===== src/design/assert_macros.svh =====
`ifndef ASSERT_MACROS_SVH
`define ASSERT_MACROS_SVH

// Checks sample on clk_i and are off while rst_ni is low.
`define ASSERT_ALWAYS(lbl, expr) \
  lbl: assert property (@(posedge clk_i) disable iff (!rst_ni) (expr)) \
    else $error("invariant violated");

`define ASSERT_IMPLIES(lbl, ante, cons) \
  lbl: assert property (@(posedge clk_i) disable iff (!rst_ni) (ante) |-> (cons)) \
    else $error("implication violated");

`define ASSERT_DELAYED(lbl, ante, dly, cons) \
  lbl: assert property (@(posedge clk_i) disable iff (!rst_ni) (ante) |-> ##dly (cons)) \
    else $error("delayed implication violated");

`endif


===== src/design/wcg_pkg.sv =====
package wcg_pkg;

  localparam int MAX_LENGTH = 4096;
  localparam int LEN_W      = $clog2(MAX_LENGTH);
  localparam int PHASE_W    = 16;
  localparam int CW         = 32;
  localparam int STEPS      = 16;
  localparam int STEP_W     = $clog2(STEPS);
  localparam int NUM_LANES  = 3;
  localparam int COS_W      = 18;
  localparam int COEF_W     = 17;
  localparam int PROD_W     = COS_W + COEF_W;
  localparam int SUM_W      = 36;
  localparam int WEIGHT_W   = 17;
  localparam int REG_W      = 1;
  localparam int CFG_W      = LEN_W;
  localparam int COS_SHIFT  = 14;
  localparam int SUM_SHIFT  = 16;
  localparam int LATENCY    = PHASE_W + STEPS + 6;

  localparam logic [REG_W-1:0] REG_WINDOW_KIND = 1'b0;
  localparam logic [REG_W-1:0] REG_LENGTH      = 1'b1;

  localparam logic [LEN_W-1:0] LEN_RESET = LEN_W'(1023);

  typedef enum logic [1:0] {
    KIND_RECT    = 2'd0,
    KIND_BN      = 2'd1,
    KIND_HAMMING = 2'd2,
    KIND_HANN    = 2'd3
  } kind_e;

  localparam logic signed [CW-1:0] CORDIC_X0  = 32'sd652032874;
  localparam logic signed [CW-1:0] Z_LIMIT    = 32'sh4000_0000;
  localparam logic signed [CW-1:0] COS_ROUND  = 32'sd8192;
  localparam logic signed [CW-1:0] COS_CLAMP  = 32'sd65536;

  localparam logic signed [COEF_W-1:0] BN_A1 = 17'sd32059;
  localparam logic signed [COEF_W-1:0] BN_A2 = 17'sd8952;
  localparam logic signed [COEF_W-1:0] BN_A3 = 17'sd697;
  localparam logic signed [COEF_W-1:0] HM_A1 = 17'sd30254;

  localparam logic signed [SUM_W-1:0] BN_BASE   = SUM_W'(longint'(23828) * longint'(65536));
  localparam logic signed [SUM_W-1:0] HM_BASE   = SUM_W'(longint'(35282) * longint'(65536));
  localparam logic signed [SUM_W-1:0] SUM_ROUND = SUM_W'(32768);
  localparam logic signed [SUM_W-1:0] SUM_CLAMP = SUM_W'(65536);

  localparam logic signed [COS_W:0] HANN_BASE = 19'sd65537;

  localparam logic [WEIGHT_W-1:0] ONE_Q16 = 17'd65536;

  localparam logic [CW-1:0] ATAN_TURNS [STEPS] = '{
    32'h20000000, 32'h12E4051E, 32'h09FB385B, 32'h051111D4,
    32'h028B0D43, 32'h0145D7E1, 32'h00A2F61E, 32'h00517C55,
    32'h0028BE53, 32'h00145F2F, 32'h000A2F98, 32'h000517CC,
    32'h00028BE6, 32'h000145F3, 32'h0000A2FA, 32'h0000517D
  };

  typedef struct packed {
    logic  oor;
    logic  at_end;
    kind_e kind;
  } ctl_t;

  typedef struct packed {
    logic [LEN_W-1:0]   divisor;
    logic [LEN_W-1:0]   rem;
    logic [PHASE_W-1:0] num;
    logic [PHASE_W-1:0] quot;
  } div_t;

  typedef struct packed {
    logic signed [CW-1:0] x;
    logic signed [CW-1:0] y;
    logic signed [CW-1:0] z;
    logic                 neg;
  } lane_t;

  typedef lane_t [NUM_LANES-1:0] lanes_t;

  // Fold the angle into [-1/4, 1/4) turn and seed the rotation.
  function automatic lane_t lane_init(input logic [PHASE_W-1:0] ph);
    lane_t r;
    logic  fold;
    fold  = ph[PHASE_W-1] ^ ph[PHASE_W-2];
    r.x   = CORDIC_X0;
    r.y   = '0;
    r.z   = $signed({ph[PHASE_W-1] ^ fold, ph[PHASE_W-2:0], {(CW-PHASE_W){1'b0}}});
    r.neg = fold;
    return r;
  endfunction

endpackage


===== src/design/wcg_weight.sv =====
module wcg_weight (
  input  logic                         clk_i,
  input  logic                         rst_ni,
  input  logic                         vld_i,
  input  wcg_pkg::ctl_t                ctl_i,
  input  wcg_pkg::lanes_t              lanes_i,
  output logic                         done_o,
  output logic [wcg_pkg::WEIGHT_W-1:0] weight_o,
  output logic                         oor_o
);
  import wcg_pkg::*;

  logic signed [COS_W-1:0]  cos_d [NUM_LANES];
  logic signed [COS_W-1:0]  cos_q [NUM_LANES];
  ctl_t                     ctl_c_q;
  logic                     vld_c_q;

  logic signed [COEF_W-1:0] k1;
  logic signed [PROD_W-1:0] m1_d, m2_d, m3_d;
  logic signed [PROD_W-1:0] m1_q, m2_q, m3_q;
  logic signed [COS_W-1:0]  c1_m_q;
  ctl_t                     ctl_m_q;
  logic                     vld_m_q;

  logic signed [SUM_W-1:0]  sum_d;
  logic signed [SUM_W-1:0]  sum_q;
  logic signed [COS_W-1:0]  c1_s_q;
  ctl_t                     ctl_s_q;
  logic                     vld_s_q;

  logic signed [SUM_W-1:0]  rounded;
  logic signed [COS_W:0]    hann;
  logic [WEIGHT_W-1:0]      weight_d;
  logic [WEIGHT_W-1:0]      weight_q;
  logic                     oor_q;
  logic                     done_q;

  always_comb begin
    logic signed [CW-1:0] xr;
    for (int l = 0; l < NUM_LANES; l++) begin
      xr = ($signed(lanes_i[l].x) + COS_ROUND) >>> COS_SHIFT;
      if (xr > COS_CLAMP) begin
        xr = COS_CLAMP;
      end else if (xr < -COS_CLAMP) begin
        xr = -COS_CLAMP;
      end
      cos_d[l] = lanes_i[l].neg ? COS_W'(-xr) : COS_W'(xr);
    end
  end

  always_comb begin
    k1   = (ctl_c_q.kind == KIND_BN) ? BN_A1 : HM_A1;
    m1_d = k1 * cos_q[0];
    m2_d = BN_A2 * cos_q[1];
    m3_d = BN_A3 * cos_q[2];
  end

  always_comb begin
    if (ctl_m_q.kind == KIND_BN) begin
      sum_d = BN_BASE - SUM_W'(m1_q) + SUM_W'(m2_q) - SUM_W'(m3_q);
    end else begin
      sum_d = HM_BASE - SUM_W'(m1_q);
    end
  end

  always_comb begin
    rounded = (sum_q + SUM_ROUND) >>> SUM_SHIFT;
    hann    = HANN_BASE - (COS_W+1)'(c1_s_q);
    unique case (ctl_s_q.kind) inside
      KIND_RECT: begin
        weight_d = ONE_Q16;
      end
      KIND_BN, KIND_HAMMING: begin
        if (sum_q < 0) begin
          weight_d = '0;
        end else if (rounded > SUM_CLAMP) begin
          weight_d = ONE_Q16;
        end else begin
          weight_d = rounded[WEIGHT_W-1:0];
        end
      end
      default: begin
        weight_d = hann[WEIGHT_W:1];
      end
    endcase
    if (ctl_s_q.oor) begin
      weight_d = '0;
    end
  end

  always_ff @(posedge clk_i or negedge rst_ni) begin
    if (!rst_ni) begin
      vld_c_q <= 1'b0;
      vld_m_q <= 1'b0;
      vld_s_q <= 1'b0;
      done_q  <= 1'b0;
    end else begin
      vld_c_q <= vld_i;
      vld_m_q <= vld_c_q;
      vld_s_q <= vld_m_q;
      done_q  <= vld_s_q;
    end
  end

  always_ff @(posedge clk_i) begin
    cos_q    <= cos_d;
    ctl_c_q  <= ctl_i;
    m1_q     <= m1_d;
    m2_q     <= m2_d;
    m3_q     <= m3_d;
    c1_m_q   <= cos_q[0];
    ctl_m_q  <= ctl_c_q;
    sum_q    <= sum_d;
    c1_s_q   <= c1_m_q;
    ctl_s_q  <= ctl_m_q;
    weight_q <= weight_d;
    oor_q    <= ctl_s_q.oor;
  end

  assign done_o   = done_q;
  assign weight_o = weight_q;
  assign oor_o    = oor_q;

endmodule


===== config.mk =====
export PLATFORM = sky130hd
export DESIGN_NAME = wcg_weight
export DESIGN_NICKNAME = d
export VERILOG_FILES = /design/src/design/assert_macros.svh /design/src/design/wcg_pkg.sv /design/src/design/wcg_weight.sv
export SDC_FILE = /design/constraint.sdc
export NUM_CORES = 2
export LEC_CHECK = 0
export ABC_AREA = 1
export CORE_UTILIZATION = 55
export DETAILED_ROUTE_END_ITERATION = 7
export DONT_BUFFER_PORTS = 1
export PLACE_DENSITY = 0.68
export RECOVER_POWER = 25
export SYNTH_ARGS = -nofsm -noshare
export SYNTH_HDL_FRONTEND = slang
export SYNTH_SLANG_ARGS = --single-unit

===== constraint.sdc =====
create_clock -name clk_i -period 16.1 [get_ports clk_i]
set_clock_uncertainty 0.1 [all_clocks]
set_input_delay 0.805 -clock clk_i [delete_from_list [all_inputs] [get_ports clk_i]]
set_output_delay 0.805 -clock clk_i [all_outputs]
set_load 0.005 [all_outputs]

==> Flow_metrics.wiki <==
{| class="wikitable"
! Metric !! Value
|-
| Filler instances || 4,900
|-
| Result of the run || completed
|-
| Library cell with the largest summed area after synthesis || fa_1
|-
| Max Buffers Root-to-Sink || 3
|-
| Count of pins over their slew limit || 0
|-
| Worst path setup slack after routing || 8010 ps
|-
| Initial core utilization || 0.561
|-
| DRC violations left || 0
|-
| Worst setup path class || flop to flop
|-
| Antenna Nets Post-Route || 0
|-
| Slowest Stage Delay on Critical Path || 860 ps
|-
| Top-Level Pins || 317
|-
| Count of input and output buffers || 0
|-
| Number of iterations in the first detailed-routing pass || 5
|-
| Synth Warn # || 0
|-
| Launch instance of the worst register-to-register path || ctl_c_q[0]
|-
| Ratio of cells with drive above 1 in the final layout || 0.0366
|-
| Required @ worst endpoint || 16,450 ps
|-
| Post-synthesis average cell area || 8.21 um^2
|-
| Proportion of synthesized chip area in sequential cells || 0.158
|-
| Pre-CTS WS || 8710 ps
|-
| Post-route fraction of the period consumed by the critical path || 0.503
|-
| Highest attainable clock frequency || 0.124 GHz
|-
| Reg2Reg Capture Point || m1_q[27]
|-
| Top post-synthesis cells by count || inv_1, nand2_1, fa_1
|-
| H-tree lvl count || 1
|-
| Kind of capture point of the worst setup path || flop
|-
| Leading post-synthesis cells by cell area || fa_1, ha_1, dfxtp_1
|-
| Count of vias placed by the detailed router || 22,300
|-
| Buffer cell driving the clock tree root || clkbuf_16
|-
| Worst-margin pin slew || 1170 ps
|-
| Crit path DAT || 8440 ps
|-
| Buffer count from post-CTS setup fixing || 0
|-
| Total CTS buffers || 28
|-
| Post-route non-filler standard cell count || 4,345
|-
| Post-synthesis register bit count || 233
|-
| Clock latency on the worst-skew pair || 590 ps
|-
| Gp weighted congestion || 0.952
|-
| Highest-delay cell along the critical path || clkbuf_1
|-
| Min-delay worst type || input port to flop
|-
| Share of the synthesized area in the top cell type || 0.272
|-
| Final design instance area without fill || 0.0315 mm^2
|-
| Post-detailed-placement cell area || 0.0305 mm^2
|-
| Area of the die || 0.0549 mm^2
|-
| Antenna violations before repair || 3
|-
| Post-detail-place hpwl || 57,000 um
|-
| Number of antenna cells inserted || 0
|-
| Net count reported at finish || 4,722
|-
| Startpoint types || flop
|-
| Critical path peak fanout || 30
|-
| Final hold violations || 0
|-
| Global-route wire length before repair || 109,000 um
|-
| Setup TNS || 0 ps
|-
| Dominant cell by count in the synthesized netlist || inv_1
|-
| Reg-to-reg slack, setup || 8010 ps
|-
| Cell Count Post-Placement || 4,292
|-
| Average wire length per cell after detail routing || 15.1 um
|-
| Setup-failing EPs final || 0
|-
| Time the worst path needs with I/O delays and setup || 8090 ps
|-
| Die H || 234 um
|-
| Worst setup path startpoint || ctl_c_q[0]
|-
| Clk slew on worst S/H paths || 60 ps
|-
| Async S/R FF share, synth || 0.0172
|-
| Mapped cell area || 0.0297 mm^2
|-
| Core Box Area || 0.0530 mm^2
|-
| Wire length reported by the detailed router || 65,700 um
|-
| Row count || 84
|-
| Setup repair after global routing missed its margin || false
|-
| Mapped Cells || 3,615
|-
| Mean number of vias per cell || 5.13
|-
| Global route overflow || 0
|-
| Die width || 234 um
|-
| Worst max-slew margin expressed relative to the limit || 0.219
|-
| Most common cell type on the critical path || inv_1
|-
| Total Routing Usage GR || 0.251
|-
| Clock tree from TritonCTS || done
|-
| Cell variety after synth || 62
|-
| Worst reg-to-reg path cell count || 29
|-
| Worst Setup EP || m1_q[27]
|-
| Number of clock sinks || 233
|-
| Number of global-route vias before repair || 22,100
|-
| Number of enable flip-flop cells after synthesis || 0
|-
| Synthesis-to-finish area growth || 6.04%
|-
| Dominant register cell in the synthesized netlist || dfxtp_1
|-
| Maximum number of pins on one net before global-route repair || 31
|-
| Maximum capacitance violations || 0
|-
| Number of DRC violations after detailed-routing iteration 0 || 1,327
|}
sequential cells by signal (all words and copies together), names as in the netlist, 17 cells and up:
signal    cells
c1_s_q       17
m1_q         34
cos_q        54
weight_o     17
sum_q        21
m2_q         30
c1_m_q       17
m3_q         29
worst max-delay path: cells and delay by family, from the launching register on:
family	cells	cell delay [ps]
compound gates	6	1840
flops	1	370
simple gates	4	570
xor+xnor	1	160
fa+ha+maj	7	3080
buf+inv	11	1810
placed cells by master (no fill, tap or decap), drive strengths merged, types with 3 or more instances in the layout:
cell type	synthesis	layout
o21a	10	10
fa	403	403
nor4	6	6
clkinvlp	0	3
inv	827	830
nand2	574	574
clkbuf	18	34
xnor2	49	49
bufinv	0	5
o31ai	6	6
dfrtp	4	4
nand3b	22	22
a21o	9	9
a21boi	13	13
o21bai	12	12
nor2	308	308
a31oi	16	16
nand3	126	126
o311ai	3	3
o211ai	6	6
o221ai	3	3
xor2	99	99
dfxtp	229	229
conb	2	17
a221oi	3	3
nand4	56	56
or2	11	11
a21oi	182	182
clkinv	3	11
ha	386	386
nor3	30	30
o21ai	172	172
buf	14	5
per-stage QoR:
step            util  hold slack (ps)
6_report       0.594              144
4_1_cts        0.595              114
3_3_place_gp   0.575              211
3_5_place_dp   0.575              212
2_1_floorplan      -              210
5_1_grt        0.594              114
logic make-up after synthesis:
kind of cell               count (synthesis)  share of synthesized area
AOI/OAI and AO/OA                        445                     0.0861
xor gates and xnor gates                 148                     0.0437
adders and majority gates                789                      0.434
buffers and inverters                    862                      0.111
DFF                                      233                      0.158
other                                      2                   0.000253
and+or+nand+nor                         1136                      0.167
layout make-up:
type | count | area (um^2) | share of cell area
inverter | 830 | 3120 | 0.0989
multi-input combinational | 2535 | 21800 | 0.691
sequential | 233 | 4680 | 0.149
clock buffer | 33 | 739 | 0.0235
clock inverter | 19 | 273 | 0.00866
tap | 688 | 861 | 0.0273
timing repair buffer | 7 | 51.3 | 0.00163
metal layers:
layer | share of wire | GRT usage | up-vias
met5 | 0 | 0 | -
met4 | 0.018 | 0.0464 | 0
met3 | 0.052 | 0.0328 | 68
met2 | 0.46 | 0.410 | 447
met1 | 0.47 | 0.358 | 10500
li1 | - | - | 11300
worst min-delay path by stage:
stage | from | endpoint | cells after the start
final | ctl_i[3] | ctl_c_q[3] | 0
after global routing | ctl_i[3] | ctl_c_q[3] | 0
after CTS | ctl_i[3] | ctl_c_q[3] | 0
after detailed placement | c1_m_q[11] | c1_s_q[11] | 0
after global placement | c1_m_q[3] | c1_s_q[3] | 0
after floorplan | c1_m_q[10] | c1_s_q[10] | 0
repair_timing:
item                       CTS  global route
hold endpoints to repair     4             0
hold buffers                 1             0
gates resized for setup      0             0
setup endpoints to repair    0             0
Power is left out: the tool's default activity adds up to more than one toggle a clock period on the data nets, which glitch-free logic cannot reach.
