`config.mk`:
```
export PLATFORM = sky130hd
export DESIGN_NAME = wcg_div_cell
export DESIGN_NICKNAME = d
export VERILOG_FILES = /design/src/design/wcg_pkg.sv /design/src/design/wcg_div_cell.sv
export VERILOG_INCLUDE_DIRS = /design/src /design/src/design
export SDC_FILE = /design/constraint.sdc
export NUM_CORES = 1
export LEC_CHECK = 0
export BUFFER_PORTS_ARGS = -buffer_cell sky130_fd_sc_hd__buf_4
export CAP_MARGIN = 20
export CORE_MARGIN = 5
export CORE_UTILIZATION = 40
export CTS_CLUSTER_SIZE = 24
export DETAILED_ROUTE_END_ITERATION = 8
export GPL_ROUTABILITY_DRIVEN = 0
export PLACE_DENSITY_LB_ADDON = 0.25
export SLEW_MARGIN = 20
export SYNTH_ARGS = -nofsm -noshare
export SYNTH_HDL_FRONTEND = slang
export SYNTH_SLANG_ARGS = --single-unit
```
`constraint.sdc`:
```
create_clock -name clk_i -period 1.2 [get_ports clk_i]
set_input_delay 0.24 -clock clk_i [delete_from_list [all_inputs] [get_ports clk_i]]
set_output_delay 0.24 -clock clk_i [all_outputs]
set_load 0.05 [all_outputs]
```
`src/design/assert_macros.svh`:
```
`ifndef ASSERT_MACROS_SVH
`define ASSERT_MACROS_SVH

// Checks sample on clk_i and are off while rst_ni is low.
`define ASSERT_ALWAYS(lbl, expr) \
  lbl: assert property (@(posedge clk_i) disable iff (!rst_ni) (expr)) \
    else $error("invariant violated");

`define ASSERT_IMPLIES(lbl, ante, cons) \
  lbl: assert property (@(posedge clk_i) disable iff (!rst_ni) (ante) |-> (cons)) \
    else $error("implication violated");

`define ASSERT_DELAYED(lbl, ante, dly, cons) \
  lbl: assert property (@(posedge clk_i) disable iff (!rst_ni) (ante) |-> ##dly (cons)) \
    else $error("delayed implication violated");

`endif

```
`src/design/wcg_pkg.sv`:
```
package wcg_pkg;

  localparam int MAX_LENGTH = 4096;
  localparam int LEN_W      = $clog2(MAX_LENGTH);
  localparam int PHASE_W    = 16;
  localparam int CW         = 32;
  localparam int STEPS      = 16;
  localparam int STEP_W     = $clog2(STEPS);
  localparam int NUM_LANES  = 3;
  localparam int COS_W      = 18;
  localparam int COEF_W     = 17;
  localparam int PROD_W     = COS_W + COEF_W;
  localparam int SUM_W      = 36;
  localparam int WEIGHT_W   = 17;
  localparam int REG_W      = 1;
  localparam int CFG_W      = LEN_W;
  localparam int COS_SHIFT  = 14;
  localparam int SUM_SHIFT  = 16;
  localparam int LATENCY    = PHASE_W + STEPS + 6;

  localparam logic [REG_W-1:0] REG_WINDOW_KIND = 1'b0;
  localparam logic [REG_W-1:0] REG_LENGTH      = 1'b1;

  localparam logic [LEN_W-1:0] LEN_RESET = LEN_W'(1023);

  typedef enum logic [1:0] {
    KIND_RECT    = 2'd0,
    KIND_BN      = 2'd1,
    KIND_HAMMING = 2'd2,
    KIND_HANN    = 2'd3
  } kind_e;

  localparam logic signed [CW-1:0] CORDIC_X0  = 32'sd652032874;
  localparam logic signed [CW-1:0] Z_LIMIT    = 32'sh4000_0000;
  localparam logic signed [CW-1:0] COS_ROUND  = 32'sd8192;
  localparam logic signed [CW-1:0] COS_CLAMP  = 32'sd65536;

  localparam logic signed [COEF_W-1:0] BN_A1 = 17'sd32059;
  localparam logic signed [COEF_W-1:0] BN_A2 = 17'sd8952;
  localparam logic signed [COEF_W-1:0] BN_A3 = 17'sd697;
  localparam logic signed [COEF_W-1:0] HM_A1 = 17'sd30254;

  localparam logic signed [SUM_W-1:0] BN_BASE   = SUM_W'(longint'(23828) * longint'(65536));
  localparam logic signed [SUM_W-1:0] HM_BASE   = SUM_W'(longint'(35282) * longint'(65536));
  localparam logic signed [SUM_W-1:0] SUM_ROUND = SUM_W'(32768);
  localparam logic signed [SUM_W-1:0] SUM_CLAMP = SUM_W'(65536);

  localparam logic signed [COS_W:0] HANN_BASE = 19'sd65537;

  localparam logic [WEIGHT_W-1:0] ONE_Q16 = 17'd65536;

  localparam logic [CW-1:0] ATAN_TURNS [STEPS] = '{
    32'h20000000, 32'h12E4051E, 32'h09FB385B, 32'h051111D4,
    32'h028B0D43, 32'h0145D7E1, 32'h00A2F61E, 32'h00517C55,
    32'h0028BE53, 32'h00145F2F, 32'h000A2F98, 32'h000517CC,
    32'h00028BE6, 32'h000145F3, 32'h0000A2FA, 32'h0000517D
  };

  typedef struct packed {
    logic  oor;
    logic  at_end;
    kind_e kind;
  } ctl_t;

  typedef struct packed {
    logic [LEN_W-1:0]   divisor;
    logic [LEN_W-1:0]   rem;
    logic [PHASE_W-1:0] num;
    logic [PHASE_W-1:0] quot;
  } div_t;

  typedef struct packed {
    logic signed [CW-1:0] x;
    logic signed [CW-1:0] y;
    logic signed [CW-1:0] z;
    logic                 neg;
  } lane_t;

  typedef lane_t [NUM_LANES-1:0] lanes_t;

  // Fold the angle into [-1/4, 1/4) turn and seed the rotation.
  function automatic lane_t lane_init(input logic [PHASE_W-1:0] ph);
    lane_t r;
    logic  fold;
    fold  = ph[PHASE_W-1] ^ ph[PHASE_W-2];
    r.x   = CORDIC_X0;
    r.y   = '0;
    r.z   = $signed({ph[PHASE_W-1] ^ fold, ph[PHASE_W-2:0], {(CW-PHASE_W){1'b0}}});
    r.neg = fold;
    return r;
  endfunction

endpackage

```
`src/design/wcg_div_cell.sv`:
```
`include "assert_macros.svh"

module wcg_div_cell (
  input  logic          clk_i,
  input  logic          rst_ni,
  input  logic          vld_i,
  input  wcg_pkg::ctl_t ctl_i,
  input  wcg_pkg::div_t div_i,
  output logic          vld_o,
  output wcg_pkg::ctl_t ctl_o,
  output wcg_pkg::div_t div_o
);
  import wcg_pkg::*;

  logic [LEN_W:0] rem_wide;
  logic [LEN_W:0] diff;
  logic           take;
  div_t           div_d;
  div_t           div_q;
  ctl_t           ctl_q;
  logic           vld_q;

  always_comb begin
    rem_wide     = {div_i.rem, div_i.num[PHASE_W-1]};
    diff         = rem_wide - {1'b0, div_i.divisor};
    take         = rem_wide >= {1'b0, div_i.divisor};
    div_d.divisor = div_i.divisor;
    div_d.rem    = take ? diff[LEN_W-1:0] : rem_wide[LEN_W-1:0];
    div_d.num    = {div_i.num[PHASE_W-2:0], 1'b0};
    div_d.quot   = {div_i.quot[PHASE_W-2:0], take};
  end

  always_ff @(posedge clk_i or negedge rst_ni) begin
    if (!rst_ni) begin
      vld_q <= 1'b0;
    end else begin
      vld_q <= vld_i;
    end
  end

  always_ff @(posedge clk_i) begin
    div_q <= div_d;
    ctl_q <= ctl_i;
  end

  assign vld_o = vld_q;
  assign ctl_o = ctl_q;
  assign div_o = div_q;

  `ASSERT_IMPLIES(a_rem_below_divisor, vld_q && (div_q.divisor != '0), div_q.rem < div_q.divisor)

endmodule

```
==> results <==
- Cells with a size suffix above 1 make up 50.4% of the layout.
- The detailed-placement wirelength estimate is 4.40 mm.
- The routed layout has 2088 vias.
- For this design the static power due to leakage is 1.99 nW.
- The final reports fail on negative setup slack.
- The portion of the post-synthesis area used by sequential elements is 58.2%.
- The arrival time at the worst endpoint is 2.21 ns.
- CTS built an H-tree with a depth of 3.
- The run finished, with violations left.
- The average cell area after synthesis is 12.2 sq um.
- The worst path uses 164% of the clock period.
- For this design, the slowest cell found on the critical path is sky130_fd_sc_hd__o311a_4.
- The number of distinct standard cells referenced by the synthesized netlist is 39.
- The kind of end point of the critical path is a flip-flop.
- In the post-route analysis, the smallest setup slack over all paths is -0.771 ns.
- The delay of the slowest critical-path stage is 0.32 ns.
- The maximum number of pins on one net before global-route repair is 13.
- The shortest period the worst path allows is 1.97 ns.
- The number of endpoints with negative hold slack in the final report is 0.
- The nature of the critical path startpoint is an input pin.
- The cell sitting at the root of the clock tree is a sky130_fd_sc_hd__clkbuf_8.
- The total count of max-transition violations in the final report is 0.
- The routed wire length is 7.82 mm.
- The port buffer count is 121.
- The initial antenna violation count is 1.
- TritonCTS built the clock tree.
- In the final layout, the multi-input gates occupy 840 sq um.
- The final setup violation count is 13.
- The clock slew seen by the registers of the worst setup and hold paths is 0.08 ns.
- The path class of the lowest-slack min-delay path is input pin to flip-flop.
- The cell area after layout is 4060 sq um.
- Dividing the detail-routed wire length by the instance count gives 17.1 microns.
- The number of DRC violations after detailed routing is 0.
- The horizontal die dimension is 82.0 microns.
- The total overflow left after global routing is 0.
- The layout filler cell count is 311.
- The power density normalized to cell area is 1470 nW/um^2.
- The floorplan has 26 rows.
- The via count of the first global-routing pass came to 2250.
- Timing analysis after detailed placement gives a worst setup slack of -1.25 ns.
- Derived from the worst setup path, the maximum achievable clock frequency is 507 MHz.
- The signal on the critical path passes through buf_6, ha_4, nor2b_4, o31a_1, o31a_1, o311a_4, nor4_4, buf_6, mux2_4.
- By startpoint and endpoint, the worst setup path is classified as input pin to flip-flop.
- The worst hold margin is 0.109 ns.
- The summed negative setup slack over all endpoints is -9.45 ns.
- In this run, synthesis produced a sequential element count of 60.
- VDD sags by at most 0.785 mV.
- The number of routed nets with antenna violations is 0.
- The floorplan die area is 6720 sq um.
- The net total in the final layout is 458.
- The area of the placeable core is 5070 sq um.
- The effective utilization at floorplan is 40.9%.
- The violation count after the first detailed-route iteration is 120.
- The number of nets in the synthesized netlist is 246.
- The global-route wire length before repair is 12.0 mm.
- Summing every instance area after synthesis gives 2070 sq um.
- The maximum buffer depth of the clock tree is 2.
- The all-layer global routing usage is 24.8%.
- The die span in y is 82.0 microns.
- Data on the critical path is required at its endpoint by 1.44 ns.
- The clock net sink count is 60.
- The area added between synthesis and finish is 96.0%.
- Setup repair after global routing could not meet its margin everywhere.
- The instance area after placement is 3320 sq um.
- After technology mapping, the gate count stands at 170.
- After detailed routing, the number of vias per cell comes to 4.56.
- The area occupied by registers is 1210 sq um.
- The I/O pin count is 124.
- The count of yosys warnings during synthesis is 0.
- Along the worst path, the maximum fanout reaches 8.
- The cell total after placement is 390.
- The number of max-capacitance violations reported is 0.
- The clock buffer count from CTS is 9.
- The first detailed-routing pass took 4 iterations.
- The non-filler instance count after layout is 458.
## cells in the mapped netlist
master                     count  share of area, %
sky130_fd_sc_hd__o21ai_0       3              0.72
sky130_fd_sc_hd__mux2_4        7               5.1
sky130_fd_sc_hd__mux2_2        3               1.6
sky130_fd_sc_hd__o2111a_1      1              0.54
sky130_fd_sc_hd__mux2i_1       3               1.4
sky130_fd_sc_hd__nor4_1        1              0.30
sky130_fd_sc_hd__a221oi_1      1              0.42
sky130_fd_sc_hd__fa_1          1              0.97
sky130_fd_sc_hd__nor2b_1       4               1.2
sky130_fd_sc_hd__o31a_1        2              0.85
sky130_fd_sc_hd__a22oi_1       1              0.36
sky130_fd_sc_hd__dfrtp_1       1               1.2
sky130_fd_sc_hd__a31o_2        1              0.42
sky130_fd_sc_hd__o41a_1        1              0.54
sky130_fd_sc_hd__inv_1        15               2.7
sky130_fd_sc_hd__and3_1        1              0.30
sky130_fd_sc_hd__xor2_1        3               1.3
sky130_fd_sc_hd__o21a_1        2              0.72
sky130_fd_sc_hd__nand2_1       4              0.72
sky130_fd_sc_hd__nor3_1        3              0.72
sky130_fd_sc_hd__buf_4         1              0.36
sky130_fd_sc_hd__o221a_2       1              0.54
sky130_fd_sc_hd__o21bai_1      1              0.36
sky130_fd_sc_hd__o311a_4       1               1.0
sky130_fd_sc_hd__nor4_4        1               1.0
sky130_fd_sc_hd__o211ai_1      1              0.36
sky130_fd_sc_hd__and2b_1       1              0.36
sky130_fd_sc_hd__a21oi_1       5               1.2
sky130_fd_sc_hd__o31ai_1       1              0.36
sky130_fd_sc_hd__clkbuf_1      1              0.18
sky130_fd_sc_hd__nand3_1       9               2.2
sky130_fd_sc_hd__a21boi_0      1              0.36
sky130_fd_sc_hd__nor2_1        9               1.6
sky130_fd_sc_hd__nor2b_4       1              0.66
sky130_fd_sc_hd__buf_8         1              0.72
sky130_fd_sc_hd__ha_1         12               7.2
sky130_fd_sc_hd__dfxtp_1      59                57
sky130_fd_sc_hd__conb_1        1              0.18
sky130_fd_sc_hd__xnor2_1       5               2.1
## metal layers
layer | vias to the layer above | part of all wire, % | track usage (%)
met3 | 22 | 10 | 11.0
met5 | - | 0 | 0
met1 | 960 | 37 | 25.3
li1 | 1007 | - | -
met4 | 0 | 3.1 | 9.97
met2 | 99 | 50 | 44.1
## cell type report
| class | count | share of cell area (%) |
|---|---|---|
| Tap cell | 70 | 2.16 |
| Multi-Input combinational cell | 92 | 20.7 |
| Clock buffer | 9 | 3.05 |
| Timing Repair Buffer | 204 | 41.0 |
| Sequential cell | 60 | 29.7 |
| Clock inverter | 7 | 1.85 |
| Inverter | 15 | 1.51 |
| Antenna cell | 1 | 0.0616 |
## kinds of logic (layout without fill, tap and decap cells)
group,count (synthesis),in the layout,synth area share (%)
muxes,13,13,8.15
adders and majority gates,13,13,8.21
xor gates and xnor gates,8,8,3.38
buffers and inverters,18,235,3.98
AOI/OAI and AO/OA,23,23,8.81
other,1,2,0.181
DFF,60,60,58.2
and+or+nand+nor,34,34,9.11
## through the flow
| stage | power [mW] | utilization (%) |
|---|---|---|
| floorplan | 3.32 | - |
| global placement | 3.93 | 65.4 |
| detailed placement | 3.95 | 65.4 |
| CTS | 5.93 | 79.7 |
| global route | 6.24 | 80.1 |
| finish | 5.98 | 80.1 |
## flip-flops by register name, indices dropped and copies added, names as in the netlist
signal	flops
ctl_o	4
div_o	55
vld_o	1
## worst paths after layout
| kind | start | end | slack, ns | depth (start not counted) |
|---|---|---|---|---|
| setup / recovery | div_i[32] | div_o[38]$_DFF_P_ | -0.77 | 9 |
| hold / removal | div_i[45] | div_o[45]$_DFF_P_ | 0.11 | 2 |
| max in group asynchronous | rst_ni | vld_o$_DFF_PN0_ | 0.91 | 2 |
| min in group asynchronous | rst_ni | vld_o$_DFF_PN0_ | 0.21 | 2 |
## placed cells by master (no fill, tap or decap), types with 2 or more instances in the layout
cell type	n
sky130_fd_sc_hd__ha_4	3
sky130_fd_sc_hd__nor3_1	3
sky130_fd_sc_hd__nor2_1	9
sky130_fd_sc_hd__buf_4	153
sky130_fd_sc_hd__clkinv_2	2
sky130_fd_sc_hd__nand2_1	4
sky130_fd_sc_hd__o21a_1	2
sky130_fd_sc_hd__xnor2_1	5
sky130_fd_sc_hd__buf_6	3
sky130_fd_sc_hd__xor2_1	3
sky130_fd_sc_hd__clkinv_4	3
sky130_fd_sc_hd__dfxtp_1	59
sky130_fd_sc_hd__o21ai_0	3
sky130_fd_sc_hd__mux2i_1	3
sky130_fd_sc_hd__a21oi_1	4
sky130_fd_sc_hd__o31a_1	2
sky130_fd_sc_hd__mux2_4	10
sky130_fd_sc_hd__clkbuf_8	9
sky130_fd_sc_hd__nor2b_1	4
sky130_fd_sc_hd__inv_1	13
sky130_fd_sc_hd__inv_6	2
sky130_fd_sc_hd__dlygate4sd3_1	47
sky130_fd_sc_hd__nand3_1	9
sky130_fd_sc_hd__ha_1	8
## where the power goes
group | leakage (nW) | internal, mW | switching (mW) | total [mW]
Clock | 0.104 | 0.972 | 0.874 | 1.85
Combinational | 1.38 | 0.839 | 1.06 | 1.90
Sequential | 0.509 | 2.17 | 0.0615 | 2.23
## repair_timing
| item | CTS | global route |
|---|---|---|
| buffers inserted | 4 | 1 |
| pin swaps | 0 | 2 |
| endpoints found under the setup margin | 13 | 13 |
| resized for setup | 9 | 6 |
| cloned | 0 | 0 |
| hold endpoints to repair | 47 | 0 |
| hold buffers | 47 | 0 |
## worst max-delay path: cells and delay by family
kind | cells | cell delay [ns]
buffers and inverters | 2 | 0.30
adders and majority gates | 1 | 0.23
muxes | 1 | 0.31
AOI/OAI and AO/OA | 3 | 0.83
and+or+nand+nor | 2 | 0.29
Note: power is estimated with default switching activity, not from simulation.
