--- config.mk ---
export PLATFORM = sky130hd
export DESIGN_NAME = wcg_cordic_cell
export DESIGN_NICKNAME = d
export VERILOG_FILES = /design/src/design/wcg_pkg.sv /design/src/design/wcg_cordic_cell.sv
export VERILOG_INCLUDE_DIRS = /design/src /design/src/design
export SDC_FILE = /design/constraint.sdc
export NUM_CORES = 2
export LEC_CHECK = 0
export CAP_MARGIN = 0
export CORE_ASPECT_RATIO = 0.8
export CORE_MARGIN = 1
export CORE_UTILIZATION = 54
export CTS_CLUSTER_DIAMETER = 100
export DETAILED_ROUTE_END_ITERATION = 16
export DONT_BUFFER_PORTS = 1
export GPL_TIMING_DRIVEN = 0
export PLACE_DENSITY = 0.69
export SYNTH_ARGS = -nofsm -noshare
export SYNTH_HDL_FRONTEND = slang
export SYNTH_SLANG_ARGS = --single-unit
--- constraint.sdc ---
create_clock -name clk_i -period 1 [get_ports clk_i]
set_input_delay 0.1 -clock clk_i [delete_from_list [all_inputs] [get_ports clk_i]]
set_output_delay 0.1 -clock clk_i [all_outputs]
set_load 0.005 [all_outputs]
--- src/design/assert_macros.svh ---
`ifndef ASSERT_MACROS_SVH
`define ASSERT_MACROS_SVH

// Checks sample on clk_i and are off while rst_ni is low.
`define ASSERT_ALWAYS(lbl, expr) \
  lbl: assert property (@(posedge clk_i) disable iff (!rst_ni) (expr)) \
    else $error("invariant violated");

`define ASSERT_IMPLIES(lbl, ante, cons) \
  lbl: assert property (@(posedge clk_i) disable iff (!rst_ni) (ante) |-> (cons)) \
    else $error("implication violated");

`define ASSERT_DELAYED(lbl, ante, dly, cons) \
  lbl: assert property (@(posedge clk_i) disable iff (!rst_ni) (ante) |-> ##dly (cons)) \
    else $error("delayed implication violated");

`endif

--- src/design/wcg_pkg.sv ---
package wcg_pkg;

  localparam int MAX_LENGTH = 4096;
  localparam int LEN_W      = $clog2(MAX_LENGTH);
  localparam int PHASE_W    = 16;
  localparam int CW         = 32;
  localparam int STEPS      = 16;
  localparam int STEP_W     = $clog2(STEPS);
  localparam int NUM_LANES  = 3;
  localparam int COS_W      = 18;
  localparam int COEF_W     = 17;
  localparam int PROD_W     = COS_W + COEF_W;
  localparam int SUM_W      = 36;
  localparam int WEIGHT_W   = 17;
  localparam int REG_W      = 1;
  localparam int CFG_W      = LEN_W;
  localparam int COS_SHIFT  = 14;
  localparam int SUM_SHIFT  = 16;
  localparam int LATENCY    = PHASE_W + STEPS + 6;

  localparam logic [REG_W-1:0] REG_WINDOW_KIND = 1'b0;
  localparam logic [REG_W-1:0] REG_LENGTH      = 1'b1;

  localparam logic [LEN_W-1:0] LEN_RESET = LEN_W'(1023);

  typedef enum logic [1:0] {
    KIND_RECT    = 2'd0,
    KIND_BN      = 2'd1,
    KIND_HAMMING = 2'd2,
    KIND_HANN    = 2'd3
  } kind_e;

  localparam logic signed [CW-1:0] CORDIC_X0  = 32'sd652032874;
  localparam logic signed [CW-1:0] Z_LIMIT    = 32'sh4000_0000;
  localparam logic signed [CW-1:0] COS_ROUND  = 32'sd8192;
  localparam logic signed [CW-1:0] COS_CLAMP  = 32'sd65536;

  localparam logic signed [COEF_W-1:0] BN_A1 = 17'sd32059;
  localparam logic signed [COEF_W-1:0] BN_A2 = 17'sd8952;
  localparam logic signed [COEF_W-1:0] BN_A3 = 17'sd697;
  localparam logic signed [COEF_W-1:0] HM_A1 = 17'sd30254;

  localparam logic signed [SUM_W-1:0] BN_BASE   = SUM_W'(longint'(23828) * longint'(65536));
  localparam logic signed [SUM_W-1:0] HM_BASE   = SUM_W'(longint'(35282) * longint'(65536));
  localparam logic signed [SUM_W-1:0] SUM_ROUND = SUM_W'(32768);
  localparam logic signed [SUM_W-1:0] SUM_CLAMP = SUM_W'(65536);

  localparam logic signed [COS_W:0] HANN_BASE = 19'sd65537;

  localparam logic [WEIGHT_W-1:0] ONE_Q16 = 17'd65536;

  localparam logic [CW-1:0] ATAN_TURNS [STEPS] = '{
    32'h20000000, 32'h12E4051E, 32'h09FB385B, 32'h051111D4,
    32'h028B0D43, 32'h0145D7E1, 32'h00A2F61E, 32'h00517C55,
    32'h0028BE53, 32'h00145F2F, 32'h000A2F98, 32'h000517CC,
    32'h00028BE6, 32'h000145F3, 32'h0000A2FA, 32'h0000517D
  };

  typedef struct packed {
    logic  oor;
    logic  at_end;
    kind_e kind;
  } ctl_t;

  typedef struct packed {
    logic [LEN_W-1:0]   divisor;
    logic [LEN_W-1:0]   rem;
    logic [PHASE_W-1:0] num;
    logic [PHASE_W-1:0] quot;
  } div_t;

  typedef struct packed {
    logic signed [CW-1:0] x;
    logic signed [CW-1:0] y;
    logic signed [CW-1:0] z;
    logic                 neg;
  } lane_t;

  typedef lane_t [NUM_LANES-1:0] lanes_t;

  // Fold the angle into [-1/4, 1/4) turn and seed the rotation.
  function automatic lane_t lane_init(input logic [PHASE_W-1:0] ph);
    lane_t r;
    logic  fold;
    fold  = ph[PHASE_W-1] ^ ph[PHASE_W-2];
    r.x   = CORDIC_X0;
    r.y   = '0;
    r.z   = $signed({ph[PHASE_W-1] ^ fold, ph[PHASE_W-2:0], {(CW-PHASE_W){1'b0}}});
    r.neg = fold;
    return r;
  endfunction

endpackage

--- src/design/wcg_cordic_cell.sv ---
`include "assert_macros.svh"

module wcg_cordic_cell (
  input  logic                       clk_i,
  input  logic                       rst_ni,
  input  logic [wcg_pkg::STEP_W-1:0] step_i,
  input  logic                       vld_i,
  input  wcg_pkg::ctl_t              ctl_i,
  input  wcg_pkg::lanes_t            lanes_i,
  output logic                       vld_o,
  output wcg_pkg::ctl_t              ctl_o,
  output wcg_pkg::lanes_t            lanes_o
);
  import wcg_pkg::*;

  logic signed [CW-1:0] atan;
  lanes_t               lanes_d;
  lanes_t               lanes_q;
  ctl_t                 ctl_q;
  logic                 vld_q;

  always_comb begin
    logic signed [CW-1:0] dx;
    logic signed [CW-1:0] dy;
    atan    = $signed(ATAN_TURNS[step_i]);
    lanes_d = lanes_i;
    for (int l = 0; l < NUM_LANES; l++) begin
      dx = $signed(lanes_i[l].y) >>> step_i;
      dy = $signed(lanes_i[l].x) >>> step_i;
      if (!lanes_i[l].z[CW-1]) begin
        lanes_d[l].x = lanes_i[l].x - dx;
        lanes_d[l].y = lanes_i[l].y + dy;
        lanes_d[l].z = lanes_i[l].z - atan;
      end else begin
        lanes_d[l].x = lanes_i[l].x + dx;
        lanes_d[l].y = lanes_i[l].y - dy;
        lanes_d[l].z = lanes_i[l].z + atan;
      end
    end
  end

  always_ff @(posedge clk_i or negedge rst_ni) begin
    if (!rst_ni) begin
      vld_q <= 1'b0;
    end else begin
      vld_q <= vld_i;
    end
  end

  always_ff @(posedge clk_i) begin
    lanes_q <= lanes_d;
    ctl_q   <= ctl_i;
  end

  assign vld_o   = vld_q;
  assign ctl_o   = ctl_q;
  assign lanes_o = lanes_q;

  `ASSERT_IMPLIES(a_angle_bounded, vld_q, ($signed(lanes_q[0].z) <= Z_LIMIT) && ($signed(lanes_q[0].z) >= -Z_LIMIT))

endmodule

==> results of run 1 <==
routing by layer:
metal | overflow | track usage, %
met1 | 0 | 67.3
met2 | 6 | 77.5
met3 | 1 | 35.1
met4 | 1 | 40.4
met5 | 0 | 3.80
kinds of logic after synthesis:
group | count (synthesis) | share of synthesized area [%]
simple gates | 1357 | 17.6
compound gates | 1216 | 21.2
xor+xnor | 431 | 10.5
mux | 380 | 18.0
fa+ha+maj | 342 | 12.1
buf+inv | 296 | 3.87
flops | 296 | 16.6
timing repair:
action | 4_1_cts
hold buffers | 22
cloned | 1
resized for setup | 685
endpoints found under the hold margin | 297
buffers inserted | 326
endpoints found under the setup margin | 584
pin swaps | 209
per-stage QoR:
| step | hold slack (ns) | utilization (%) | instance area (um^2) | TNS, ns | std cells |
|---|---|---|---|---|---|
| 2_1_floorplan | -0.196 | - | 37400 | -810.57 | 4318 |
| 3_3_place_gp | -0.196 | 58.7 | 38500 | -1299.37 | 5178 |
| 3_5_place_dp | -0.196 | 58.7 | 38500 | -1305.91 | 5179 |
| 4_1_cts | -0.401 | 69.3 | 45400 | -760.20 | 5577 |
==> impl_metrics.py, run 1 <==
metrics = {
    "logic_synthesis": {
        "synth.most_common_cell": "nand2_1",
        "synth-async-reset-ratio_pct": 0.338,
        "syn_area_um2": 35800,
        "synthTopCellsByArea": "dfxtp_1, mux4_2, ha_1",
        "syn_avg_cell_area_um2": 8.29,
        "ys.warnings.count": 0,
        "yosysSeqAreaShare_pct": 16.6,
        "ys_types": 98,
        "syn_inst": 4318,
        "synth_top_area_share_pct": 16.5,
        "synth_ff_type": "dfxtp_1",
        "syn-num-nets": 4962,
        "netlist_top_cells_count": "nand2_1, a21oi_1, nor2_1",
        "synth-edff-count": 0,
        "synth_top_area_cell": "dfxtp_1",
        "synth_seq_cells": 296,
    },
    "grt": {
        "grt_max_degree": 16,
        "grt_overflow": 8,
        "grt_usage_pct": 57.8,
    },
    "outcome": {
        "status": "did not finish",
        "stop_stage": "global routing (5_1_grt)",
        "error_line": "[ERROR GRT-0232] Routing congestion too high. Check the congestion heatmap in the GUI.",
    },
    "cts": {
        "clockRootBuffer": "clkbuf_16",
        "h-tree-depth": 1,
        "cts_buffers": 31,
        "cts_num_sinks": 296,
        "cts_max_path_buffers": 3,
    },
    "place": {
        "dpl.hpwl_um": 138000,
        "numPortBuffers": 0,
        "gp_congestion": 1.06,
        "post-place-ws_ns": -5.97,
    },
    "die": {
        "ios": 598,
        "start_util_pct": 54.6,
        "fp.dieW_um": 290,
        "rows": 84,
        "die_h_um": 232,
    },
    "sta": {
        "worstEndpointType": "sequential cell input",
        "crit_endpoint": "lanes_o[31]$_DFF_P_/D",
    },
}
==> inputs of run 2 (changes only) <==
Settings changed: CORE_ASPECT_RATIO 0.8 to not set, CORE_UTILIZATION 54 to 39, CTS_CLUSTER_DIAMETER 100 to not set, PLACE_DENSITY 0.69 to not set, PLACE_DENSITY_LB_ADDON set to 0.15.
==> run 2 against run 1 <==
  * The flow now finishes, with violations (negative hold slack, max-capacitance violations, max-slew violations, negative setup slack)
  * Synthesized area stayed put
  * Synthesized cell count unchanged
==> impl_metrics.py, run 2 <==
metrics = {
    "cts": {
        "clockRootBuffer": "clkbuf_16",
        "cts_num_sinks": 296,
        "h-tree-depth": 2,
        "cts.clk_slew.worst_paths_ns": 0.06,
        "cts_tree": "built",
        "cts_hold_buf": 22,
        "cts_buffers": 36,
        "cts_max_path_buffers": 3,
    },
    "logic_synthesis": {
        "ys_types": 98,
        "synth_seq_cells": 296,
        "synth-edff-count": 0,
        "yosysSeqAreaShare_pct": 16.6,
        "synth_ff_type": "dfxtp_1",
        "syn-num-nets": 4962,
        "synth_top_area_cell": "dfxtp_1",
        "ys.warnings.count": 0,
        "netlist_top_cells_count": "nand2_1, a21oi_1, nor2_1",
        "syn_area_um2": 35800,
        "synth.most_common_cell": "nand2_1",
        "syn_inst": 4318,
        "synth-async-reset-ratio_pct": 0.338,
        "synth_top_area_share_pct": 16.5,
        "syn_avg_cell_area_um2": 8.29,
        "synthTopCellsByArea": "dfxtp_1, mux4_2, ha_1",
    },
    "power_and_ir_drop": {
        "swShare_pct": 41.9,
        "vdd.ir_drop.worst_uv": 1410,
        "clockPowerShare_pct": 17.6,
        "internal-power_w": 0.0452,
        "power_frac_seq_pct": 25.7,
        "p_comb_share_pct": 56.7,
        "finalPower_w": 0.0778,
        "power_density_nw_per_um2": 1540,
        "leakage_nw": 20.8,
        "switchingPower_w": 0.0326,
    },
    "layout": {
        "layout_common_cells": "nand2_1, buf_4, nor2_1",
        "ff_latch_area_um2": 5930,
        "fillers": 8212,
        "utilization_pct": 55.9,
        "largest_reg_flops": 291,
        "multi_input_area_um2": 33800,
        "final_common_cell": "nand2_1",
        "area_delta_synth_final_pct": 41.2,
        "fin_nets": 5578,
        "drive_gt1_share_pct": 37.7,
    },
    "hold_path": {
        "hp-start": "lanes_i[65]",
        "holdPathEnd": "lanes_o[65]",
        "worstHoldPathCells": 1,
        "hold_path.class": "in -> reg",
    },
    "die": {
        "ios": 598,
        "core_area_um2": 90400,
        "fp.dieW_um": 305,
        "start_util_pct": 39.6,
        "dieArea_um2": 93000,
        "rows": 110,
        "die_h_um": 305,
    },
    "sta": {
        "period_share_pct": 495,
        "maxSlewHeadroom_pct": -3.84,
        "fin_crit_ns": 4.95,
        "fmax_mhz": 202,
        "tns_ns": -823.74,
        "hold_viol": 280,
        "layout_setup_ws_ns": -3.95,
        "tightest_slew_ns": 1.56,
        "slew_viol_final": 11,
        "grt_setup_unrepaired": "true",
        "whs_ns": -0.408,
        "setup_viol": 584,
    },
    "outcome": {
        "violations": "negative hold slack, max-capacitance violations, max-slew violations, negative setup slack",
        "status": "complete, but fails checks",
    },
    "worst_setup_path": {
        "criticalPathCategory": "in -> reg",
        "cp_slowest_cell": "mux4_2",
        "cp_max_fo": 8,
        "critPathMaxStageDelay_ns": 0.51,
        "worst_setup_path_start_kind": "input port",
        "cp.arrival_ns": 5.51,
        "crit_required_ns": 1.56,
        "crit_path_end_kind": "register",
        "critPathMostFrequentCell": "buf_12",
    },
    "drt": {
        "ant_nets": 0,
        "drt_iter0_drc": 4702,
        "dr.pass1.iters": 9,
        "wl_per_cell_um": 32.1,
        "vias": 40400,
        "vias_per_cell": 6.56,
        "totalWireLength_um": 197000,
        "route.detailed.drc": 0,
    },
    "job": {
        "maxCapViolCount": 1,
    },
    "grt": {
        "grt_max_degree": 14,
        "antenna_found_initial": 17,
        "grt_overflow": 0,
        "grt_usage_pct": 40.2,
        "grt_pass1_vias": 38600,
        "grt_pass1_wl_um": 273000,
    },
    "place": {
        "numPortBuffers": 0,
        "dpl.hpwl_um": 144000,
        "gp_congestion": 1.05,
    },
}
run 2: how the worst max path moves through the flow:
stage	start	to	slack [ns]	cells after the start
CTS	step_i[1]	lanes_o[31]	-3.81	22
finish	step_i[1]	lanes_o[29]	-3.95	27
global route	step_i[1]	lanes_o[31]	-3.98	25
detailed placement	step_i[1]	lanes_o[31]	-6.01	27
global placement	step_i[1]	lanes_o[31]	-5.98	27
floorplan	step_i[1]	lanes_o[31]	-4.32	25
run 2: per-layer routing:
layer	GRT usage, %	wire, um	share of wire, %
met5	0.362	84	0.043
met4	26.7	15400	7.8
met3	15.5	26200	13
met2	61.1	85100	43
met1	46.8	70700	36
run 2: power groups by stage:
| stage | Combinational (W) | Clock [W] | Sequential (W) |
|---|---|---|---|
| 5_1_grt | 0.0468 | 0.0146 | 0.0204 |
| 3_5_place_dp | 0.0323 | 0 | 0.0203 |
| 6_report | 0.0441 | 0.0137 | 0.0200 |
| 2_1_floorplan | 0.0245 | 0 | 0.0191 |
| 4_1_cts | 0.0390 | 0.0140 | 0.0201 |
| 3_3_place_gp | 0.0323 | 0 | 0.0203 |
run 2: worst max-delay path: cells and delay by family:
family / cells / cell delay (ns)
and+or+nand+nor: 5 / 1.75
buffers and inverters: 12 / 1.44
AOI/OAI and AO/OA: 5 / 1.14
muxes: 2 / 0.64
adders and majority gates: 2 / 0.30
xor gates and xnor gates: 1 / 0.13
run 2: stage by stage:
stage               cells  area [um^2]  setup WS [ns]
floorplan            4318        37400          -4.32
global placement     5494        38900          -5.98
detailed placement   5494        38900          -6.01
CTS                  6011        47500          -3.81
global route         6142        50500          -3.98
finish               6153        50500          -3.95
run 2: cell type report:
cell class	instances	area share, %
Multi-Input combinational cell	3726	66.8
Sequential cell	296	11.7
Timing Repair Buffer	586	10.1
Buffer	185	5.18
Tap cell	1176	2.91
Clock buffer	47	1.98
Inverter	103	0.820
Clock inverter	18	0.411
Antenna cell	16	0.0792
run 2: cell families after synthesis:
group           Yosys count  synth area share (%)
simple gates           1357                  17.6
compound gates         1216                  21.2
buf+inv                 296                  3.87
xor+xnor                431                  10.5
fa+ha+maj               342                  12.1
mux                     380                  18.0
flops                   296                  16.6
run 2: repair_timing:
action / 4_1_cts / 5_1_grt
setup buffers: 436 / 166
resized for setup: 829 / 406
pin swaps: 286 / 328
endpoints found under the setup margin: 584 / 584
cloned: 1 / 0
hold endpoints to repair: 294 / 270
No activity file was read; power rests on OpenSTA's default activity.
